===== src/rau_pkg.sv =====
// ----------------------------------------------------------------------------
// rau_pkg: shared types and constants of the rational arithmetic unit
// Request and result beats, operation and status codes.
// ----------------------------------------------------------------------------
`default_nettype none
package rau_pkg;
    localparam int DATA_WIDTH = 32;
    localparam int MW = 2 * DATA_WIDTH;

    localparam logic [2:0] OP_ADD = 3'd0;
    localparam logic [2:0] OP_SUB = 3'd1;
    localparam logic [2:0] OP_MUL = 3'd2;
    localparam logic [2:0] OP_DIV = 3'd3;
    localparam logic [2:0] OP_CMP = 3'd4;

    localparam logic [1:0] ST_OK   = 2'd0;
    localparam logic [1:0] ST_ZERO = 2'd1;
    localparam logic [1:0] ST_OVF  = 2'd2;

    localparam logic [1:0] ORD_LT = 2'd0;
    localparam logic [1:0] ORD_EQ = 2'd1;
    localparam logic [1:0] ORD_GT = 2'd2;

    typedef struct packed {
        logic [2:0]         req_type;
        logic signed [31:0] a_num;
        logic signed [31:0] a_den;
        logic signed [31:0] b_num;
        logic signed [31:0] b_den;
    } t_req;

    typedef struct packed {
        logic signed [31:0] res_num;
        logic [30:0]        res_den;
        logic [1:0]         order;
        logic [1:0]         status;
    } t_res;

    // Control toward the shared divider.
    typedef struct packed {
        logic start;
    } t_div_ctl;
endpackage
`default_nettype wire


===== src/rational_arithmetic_unit_core.sv =====
// ----------------------------------------------------------------------------
// rational_arithmetic_unit_core: fraction add/sub/mul/div/compare with gcd
// An error goes straight to the result strobe; compare ends once both products
// are combined; a zero numerator goes out as 0/1 without the gcd; otherwise the
// result waits for the Euclid steps and the reduction divides, all on the single
// 64-bit bit-serial divider. Only one request is in flight: busy drops in the
// strobe cycle, when the next request may be accepted. Reset (synchronous,
// active low) idles the FSM.
// ----------------------------------------------------------------------------
`default_nettype none
module rational_arithmetic_unit_core (
    input  wire logic          i_clk,
    input  wire logic          i_rst_n,
    input  wire logic          start,
    output logic               busy,
    input  wire rau_pkg::t_req i_req,
    output logic               o_valid,
    output rau_pkg::t_res      o_res
);
    localparam int W  = rau_pkg::DATA_WIDTH;
    localparam int MW = rau_pkg::MW;

    localparam logic [3:0] S_IDLE = 4'd0;
    localparam logic [3:0] S_LOAD = 4'd1;
    localparam logic [3:0] S_M1   = 4'd2;
    localparam logic [3:0] S_M2   = 4'd3;
    localparam logic [3:0] S_M3   = 4'd4;
    localparam logic [3:0] S_COMB = 4'd5;
    localparam logic [3:0] S_GCD  = 4'd6;
    localparam logic [3:0] S_GW   = 4'd7;
    localparam logic [3:0] S_RN   = 4'd8;
    localparam logic [3:0] S_RNW  = 4'd9;
    localparam logic [3:0] S_RDW  = 4'd10;
    localparam logic [3:0] S_OUT  = 4'd11;
    localparam logic [3:0] S_NST  = 4'd12;

    logic [3:0]    r_st;
    logic [2:0]    r_op;
    logic [W-1:0]  r_anm, r_adm, r_bnm, r_bdm;
    logic          r_ans, r_bns, r_err;
    logic [MW-1:0] r_p, r_q, r_dd;
    logic          r_ps, r_qs;
    logic [MW-1:0] r_nm, r_ga, r_gb;
    logic          r_nneg;
    logic [MW-1:0] r_mx, r_my;
    logic [MW-1:0] r_prod;
    logic [1:0]    r_mi;
    logic [MW-1:0] r_nred;
    rau_pkg::t_div_ctl w_dctl;
    logic [MW-1:0] w_dvd, w_dvs, w_quo, w_rem;
    logic          w_ddone;
    rau_pkg::t_res w_out;

    // Magnitude and sign of a low-W-bit field; -2^(W-1) gives 2^(W-1).
    function automatic logic [W:0] mag_of(input logic [31:0] v);
        logic [W-1:0] x;
        logic [W-1:0] m;
        x = v[W-1:0];
        m = x[W-1] ? (~x + 1'b1) : x;
        return {x[W-1] && (x != '0), m};
    endfunction

    logic [W:0] w_an, w_ad, w_bn, w_bd;
    assign w_an = mag_of(i_req.a_num);
    assign w_ad = mag_of(i_req.a_den);
    assign w_bn = mag_of(i_req.b_num);
    assign w_bd = mag_of(i_req.b_den);

    assign busy = (r_st != S_IDLE);

    rau_div u_div (
        .i_clk  (i_clk),
        .i_rst_n(i_rst_n),
        .i_ctl  (w_dctl),
        .i_dvd  (w_dvd),
        .i_dvs  (w_dvs),
        .o_done (w_ddone),
        .o_quo  (w_quo),
        .o_rem  (w_rem)
    );

    // Divider sharing: Euclid steps, then numerator and denominator reduction.
    // Chain the denominator divide onto the done beat of the numerator divide.
    always_comb begin
        w_dctl.start = 1'b0;
        w_dvd = r_ga;
        w_dvs = r_gb;
        unique case (r_st)
            S_GCD: w_dctl.start = 1'b1;
            S_NST: begin w_dctl.start = 1'b1; w_dvd = r_nm; w_dvs = r_ga; end
            S_RNW: begin w_dctl.start = w_ddone; w_dvd = r_dd; w_dvs = r_ga; end
            default: ;
        endcase
    end

    logic [MW:0] w_diff;
    logic [W:0]  w_lim;
    assign w_diff = {1'b0, r_p} - {1'b0, r_q};
    assign w_lim  = (W+1)'(1) << (W - 1);

    // Result beat as it leaves from S_OUT.
    always_comb begin
        w_out = '0;
        if (r_err) w_out.status = rau_pkg::ST_ZERO;
        else if (r_op == rau_pkg::OP_CMP) begin
            w_out.res_den = 31'd1;
            w_out.order   = (r_nm == '0) ? rau_pkg::ORD_EQ
                          : (r_nneg ? rau_pkg::ORD_LT : rau_pkg::ORD_GT);
        end else if (r_dd > MW'(w_lim - 1'b1)
                  || (r_nneg ? r_nred > MW'(w_lim) : r_nred > MW'(w_lim - 1'b1)))
            w_out.status = rau_pkg::ST_OVF;
        else begin
            w_out.res_num = r_nneg ? 32'(-r_nred) : 32'(r_nred);
            w_out.res_den = 31'(r_dd);
        end
    end

    always_ff @(posedge i_clk) begin
        if (!i_rst_n) begin
            r_st    <= S_IDLE;
            o_valid <= 1'b0;
        end else begin
            o_valid <= 1'b0;
            unique case (r_st)
                S_IDLE: if (start) begin
                    r_op  <= i_req.req_type;
                    // fold denominator signs onto numerators; negate b for
                    // subtract and compare so both work on a - b
                    r_anm <= w_an[W-1:0]; r_adm <= w_ad[W-1:0];
                    r_bnm <= w_bn[W-1:0]; r_bdm <= w_bd[W-1:0];
                    r_ans <= w_an[W] ^ w_ad[W];
                    r_bns <= w_bn[W] ^ w_bd[W] ^ ((i_req.req_type == rau_pkg::OP_SUB)
                                                || (i_req.req_type == rau_pkg::OP_CMP));
                    r_err <= (i_req.req_type > rau_pkg::OP_CMP) || (w_ad[W-1:0] == '0)
                          || (w_bd[W-1:0] == '0)
                          || ((i_req.req_type == rau_pkg::OP_DIV) && (w_bn[W-1:0] == '0));
                    r_st  <= S_LOAD;
                end
                S_LOAD: begin
                    // product p: an*bd (mul: an*bn)
                    r_mx <= MW'(r_anm);
                    r_my <= (r_op == rau_pkg::OP_MUL) ? MW'(r_bnm) : MW'(r_bdm);
                    r_mi <= 2'd0;
                    r_st <= r_err ? S_OUT : S_M1;
                end
                S_M1: begin
                    r_prod <= r_mx[W-1:0] * r_my[W-1:0];
                    r_st   <= S_M2;
                end
                S_M2: begin
                    // advance through the products (three for add/sub, two otherwise) on the one multiplier
                    unique case (r_mi)
                        2'd0: begin
                            r_p  <= r_prod;
                            r_mx <= (r_op == rau_pkg::OP_MUL) ? MW'(r_adm) : MW'(r_bnm);
                            r_my <= (r_op == rau_pkg::OP_MUL) ? MW'(r_bdm) : MW'(r_adm);
                        end
                        2'd1: begin
                            r_q <= r_prod;
                            r_mx <= MW'(r_adm); r_my <= MW'(r_bdm);
                        end
                        default: r_dd <= r_prod;
                    endcase
                    r_mi <= r_mi + 1'b1;
                    r_st <= (r_mi == 2'd2 || (r_mi == 2'd1 && r_op >= rau_pkg::OP_MUL))
                          ? S_M3 : S_M1;
                end
                S_M3: begin
                    r_ps <= (r_p != '0) && (r_op == rau_pkg::OP_MUL ? (r_ans ^ r_bns) : r_ans);
                    r_qs <= (r_q != '0) && r_bns;
                    if (r_op == rau_pkg::OP_MUL || r_op == rau_pkg::OP_DIV) r_dd <= r_q;
                    r_st <= S_COMB;
                end
                S_COMB: begin
                    if (r_op == rau_pkg::OP_CMP || r_op <= rau_pkg::OP_SUB) begin
                        if (r_ps == r_qs) begin
                            r_nm   <= r_p + r_q;
                            r_nneg <= r_ps;
                        end else if (w_diff[MW]) begin
                            r_nm   <= r_q - r_p;
                            r_nneg <= r_qs;
                        end else begin
                            r_nm   <= w_diff[MW-1:0];
                            r_nneg <= r_ps;
                        end
                    end else begin
                        r_nm   <= r_p;
                        r_nneg <= (r_p != '0) && (r_ans ^ r_bns);
                    end
                    r_st <= (r_op == rau_pkg::OP_CMP) ? S_OUT : S_RN;
                end
                S_RN: begin
                    // prime Euclid with (d, n); a zero numerator goes out as 0/1
                    r_ga <= r_dd;
                    r_gb <= r_nm;
                    if (r_nm == '0) begin
                        r_nred <= '0;
                        r_dd   <= MW'(1);
                        r_st   <= S_OUT;
                    end else begin
                        r_st <= S_GCD;
                    end
                end
                S_GCD: r_st <= S_GW;
                S_GW: if (w_ddone) begin
                    r_ga <= r_gb;
                    r_gb <= w_rem;
                    r_st <= (w_rem == '0) ? S_NST : S_GCD;
                end
                S_NST: r_st <= S_RNW;
                S_RNW: if (w_ddone) begin
                    r_nred <= w_quo;
                    r_st   <= S_RDW;
                end
                S_RDW: if (w_ddone) begin
                    r_dd <= w_quo;
                    r_st <= S_OUT;
                end
                S_OUT: begin
                    o_valid <= 1'b1;
                    o_res   <= w_out;
                    r_st    <= S_IDLE;
                end
                default: r_st <= S_IDLE;
            endcase
        end
    end

    a_busy_after_start: assert property (@(posedge i_clk) disable iff (!i_rst_n)
        (start && !busy) |=> busy) else $error("busy not raised");
    a_valid_ends: assert property (@(posedge i_clk) disable iff (!i_rst_n)
        o_valid |-> !busy) else $error("busy during result");
    a_den_ok: assert property (@(posedge i_clk) disable iff (!i_rst_n)
        (o_valid && o_res.status == rau_pkg::ST_OK) |-> (o_res.res_den != '0))
        else $error("zero denominator with ok status");
endmodule
`default_nettype wire


===== src/rau_div.sv =====
// ----------------------------------------------------------------------------
// rau_div: radix-2 restoring divider
// Unsigned MW-bit quotient and remainder, one bit per cycle.
// ----------------------------------------------------------------------------
`default_nettype none
module rau_div (
    input  wire logic                   i_clk,
    input  wire logic                   i_rst_n,
    input  wire rau_pkg::t_div_ctl      i_ctl,
    input  wire logic [rau_pkg::MW-1:0] i_dvd,
    input  wire logic [rau_pkg::MW-1:0] i_dvs,
    output logic                        o_done,
    output logic [rau_pkg::MW-1:0]      o_quo,
    output logic [rau_pkg::MW-1:0]      o_rem
);
    localparam int CW = $clog2(rau_pkg::MW + 1);
    logic [CW-1:0]          r_cnt;
    logic                   r_busy;
    logic [rau_pkg::MW-1:0] r_q, r_r, r_d;
    logic [rau_pkg::MW:0]   w_sh, w_df;

    assign w_sh = {r_r, r_q[rau_pkg::MW-1]};
    assign w_df = w_sh - {1'b0, r_d};

    always_ff @(posedge i_clk) begin
        if (!i_rst_n) begin
            r_busy <= 1'b0;
            r_cnt  <= '0;
            o_done <= 1'b0;
        end else begin
            o_done <= 1'b0;
            if (i_ctl.start) begin
                r_busy <= 1'b1;
                r_cnt  <= CW'(rau_pkg::MW);
                r_q    <= i_dvd;
                r_r    <= '0;
                r_d    <= i_dvs;
            end else if (r_busy) begin
                // shift in one dividend bit, subtract when it fits
                if (!w_df[rau_pkg::MW]) begin
                    r_r <= w_df[rau_pkg::MW-1:0];
                    r_q <= {r_q[rau_pkg::MW-2:0], 1'b1};
                end else begin
                    r_r <= w_sh[rau_pkg::MW-1:0];
                    r_q <= {r_q[rau_pkg::MW-2:0], 1'b0};
                end
                r_cnt <= r_cnt - 1'b1;
                if (r_cnt == CW'(1)) begin
                    r_busy <= 1'b0;
                    o_done <= 1'b1;
                end
            end
        end
    end
    assign o_quo = r_q;
    assign o_rem = r_r;
endmodule
`default_nettype wire


===== config.mk =====
export PLATFORM = sky130hd
export DESIGN_NAME = rational_arithmetic_unit_core
export DESIGN_NICKNAME = d
export VERILOG_FILES = /design/src/rau_pkg.sv /design/src/rational_arithmetic_unit_core.sv /design/src/rau_div.sv
export SDC_FILE = /design/constraint.sdc
export NUM_CORES = 2
export LEC_CHECK = 0
export BUFFER_PORTS_ARGS = -buffer_cell sky130_fd_sc_hd__buf_2
export CAP_MARGIN = 20
export CORE_MARGIN = 2
export CORE_UTILIZATION = 26
export CTS_CLUSTER_SIZE = 10
export DETAILED_ROUTE_END_ITERATION = 12
export REMOVE_ABC_BUFFERS = 1
export SLEW_MARGIN = 20
export SYNTH_ARGS = -nofsm -noshare
export SYNTH_HDL_FRONTEND = slang
export SYNTH_HIERARCHICAL = 1
export SYNTH_SLANG_ARGS = --single-unit

===== constraint.sdc =====
create_clock -name i_clk -period 20 [get_ports i_clk]
set_input_delay 3 -clock i_clk [delete_from_list [all_inputs] [get_ports i_clk]]
set_output_delay 3 -clock i_clk [all_outputs]
set_load 0.1 [all_outputs]

==> reports/metrics.yaml <==
clocking:
  h-tree-depth: 3
  post_cts_buffers: 0
  clockBufferDepth: 3
  ctsRootBufferMaster: "clkbuf_16"
  cts.sinks: 988
  numCtsBuffers: 114
  cts_tree: "yes"
  cts_resized: 0
  clkTransAtPathRegs_ns: 0.07
  insertion_delay_ns: 0.78
  hold_buffers: 0
layout:
  layout-area-overhead-vs-synth_pct: 10.3
  largest_register_ffs: 67
  final_area_sq_mm: 0.102
  drive_above_1_share: 0.0860
  final_nets: 10816
  regMostFlops: "o_res"
yosys:
  synth_cell_types: 93
  yosys_register_bits: 988
  synthCells: 9319
  synth_edf_count: 974
  async_reset_ff_frac: 0
  yosysSeqAreaShare: 0.320
  syn_area_sq_mm: 0.0922
  syn_area_per_cell_sq_um: 9.89
  synth_flop_cell: "edfxtp_1"
  ys.warnings.count: 6
setup_path:
  worstPathArrival_ns: 9.48
  rrSetupSlack_ns: 10.97
  cpPeakStageDelay_ns: 0.64
  path_max_fanout: 20
  worst-setup-path-type: "register to register"
  cp_top_family: "adder cells"
  crit_buf_inv: 5
  critPathRequiredTime_ns: 20.45
  r2r_start: "r_my[3]"
  crit_slowest_cell: "edfxtp_1"
  critPathMostFrequentCell: "fa_1"
  ff2ff_path_depth: 27
  critPathCaptureType: "register"
  startpoint_type: "register"
  r2r_end: "r_prod[58]"
global_route:
  grt_max_degree: 80
  grt_pass1_vias: 70598
  overflow: 0
  grt_use_total: 0.164
  antenna_found_initial: 14
  grt_pass1_wl_um: 452000
timing:
  clock.fmax_mhz: 111
  tightest_slew_ns: 1.16
  layout_setup_ws_ns: 10.97
  maxSlewViolCount: 0
  rsz0062_at_grt: "no"
  finalClockSkew_ns: 0.0738
  hold_violations: 0
  fin_setup_tns_ns: 0
  setup_viol: 0
  min_period_over_period: 0.451
  max-slew-margin-rel: 0.218
  layout_min_cycle_time_ns: 9.03
route:
  drt_first_pass_iters: 6
  wire_per_inst_um: 21.3
  route.detailed.drc: 0
  wl_um: 300000
  vias: 70097
  ant_nets: 0
  viasPerCell: 4.99
  drtIter0Drc: 6832
outcome:
  outcome: "finished, final reports clean"
flow_run:
  maxCapViolCount: 0
min_path:
  holdPathEnd: "r_q[0]"
  hp-class: "register to register"
  whs_path_depth: 0
  worstHoldStart: "r_prod[0]"
die:
  num_rows: 218
  die_y_um: 599
  die_area_sq_mm: 0.359
  die_w_um: 599
  core_sq_mm: 0.353
  ioPinCount: 203
  initial_core_util: 0.261
placement:
  post-place-ws_ns: 10.75
  place_area_sq_mm: 0.0982
  gp_congestion: 0.992
  dp_hpwl_um: 230000
  port_buffers: 202
[cells by family (layout without fill, tap and decap cells)]
family | after synthesis | after routing | synth area share
buf+inv | 1740 | 1738 | 0.0718
fa+ha+maj | 1428 | 1428 | 0.267
simple gates | 2828 | 2828 | 0.153
mux | 343 | 343 | 0.0408
other cells | 0 | 3 | 0
compound gates | 1660 | 1660 | 0.115
flops | 988 | 988 | 0.320
xor+xnor | 332 | 332 | 0.0318
[layout by cell type, fill, tap and decap left out, types with 34 or more instances in the layout]
cell type / count
a21oi_1: 482
mux2_2: 260
clkbuf_16: 115
inv_1: 1230
and2_1: 679
nor2_1: 358
nor3_1: 95
nand4_1: 105
or4_1: 34
o31ai_1: 69
a211oi_1: 42
a22oi_1: 70
or3_1: 72
ha_1: 527
nand2_1: 1047
xnor2_1: 247
a222oi_1: 63
nand2b_1: 54
o21ai_0: 396
o21bai_1: 85
fa_1: 900
o211ai_1: 41
buf_4: 120
mux2i_1: 83
edfxtp_1: 974
o21a_1: 43
nand3_1: 67
nor4_1: 142
xor2_1: 81
clkbuf_1: 42
a21o_1: 115
a31oi_1: 39
buf_2: 202
and3_1: 50
[metrics by stage]
| step | hold WS, ns | util | std cells |
|---|---|---|---|
| 4_1_cts | 0.490 | 0.288 | 14042 |
| 3_3_place_gp | 0.482 | 0.278 | 13864 |
| 3_5_place_dp | 0.475 | 0.278 | 13864 |
| 5_1_grt | 0.516 | 0.288 | 14050 |
| 6_report | 0.495 | 0.288 | 14050 |
| 2_1_floorplan | 0.440 | - | 8812 |
[routing by layer]
layer | wire length, um | GRT usage
met1 | 133000 | 0.233
met3 | 25100 | 0.0262
met2 | 131000 | 0.253
met5 | 18 | 0
met4 | 10700 | 0.0550
[synthesized netlist by cell type (23+ instances only)]
cell / n / share of area
nand2b_1: 54 / 0.0037
nand3_1: 67 / 0.0036
a22oi_1: 70 / 0.0057
o41ai_1: 25 / 0.0024
nor2b_1: 34 / 0.0023
and2_1: 680 / 0.046
clkbuf_1: 459 / 0.019
a211oi_1: 42 / 0.0034
xor2_1: 82 / 0.0078
xnor2_1: 248 / 0.024
nor4_1: 147 / 0.010
o31ai_1: 69 / 0.0056
or3_1: 72 / 0.0049
fa_1: 900 / 0.20
a21oi_1: 482 / 0.026
mux2i_1: 83 / 0.0090
buf_1: 23 / 0.00094
mux2_2: 260 / 0.032
ha_1: 527 / 0.072
edfxtp_1: 974 / 0.32
o21ai_0: 396 / 0.022
a222oi_1: 63 / 0.0068
nor3_1: 99 / 0.0054
inv_1: 1230 / 0.050
o21a_1: 45 / 0.0037
o21bai_1: 85 / 0.0069
nor2_1: 368 / 0.015
o211ai_1: 41 / 0.0033
nand2_1: 1049 / 0.043
or4_1: 34 / 0.0028
nand4_1: 105 / 0.0071
a31oi_1: 39 / 0.0026
a21o_1: 116 / 0.0094
and3_1: 55 / 0.0037
[worst max-delay path by stage]
stage	start	end	slack (ns)	depth (start not counted)
finish	r_my[3]	r_prod[58]	10.97	27
global route	r_my[3]	r_prod[58]	10.47	27
CTS	r_my[2]	r_prod[58]	10.73	26
detailed placement	r_my[5]	r_prod[58]	10.75	26
global placement	r_my[5]	r_prod[58]	10.79	26
floorplan	r_st[0]	r_ga[0]	9.50	5
[final cells by class]
cell class	instances	area, sq um
Fill cell	36757	251000
Multi-Input combinational cell	6591	56200
Sequential cell	988	29500
Tap cell	4730	5920
Inverter	1233	4630
Clock buffer	159	3060
Timing Repair Buffer	327	1990
Clock inverter	19	283
Antenna cell	3	7.51
Power is not shown: default switching activity piles up to over one toggle a cycle in this logic, so the estimate is an artifact.
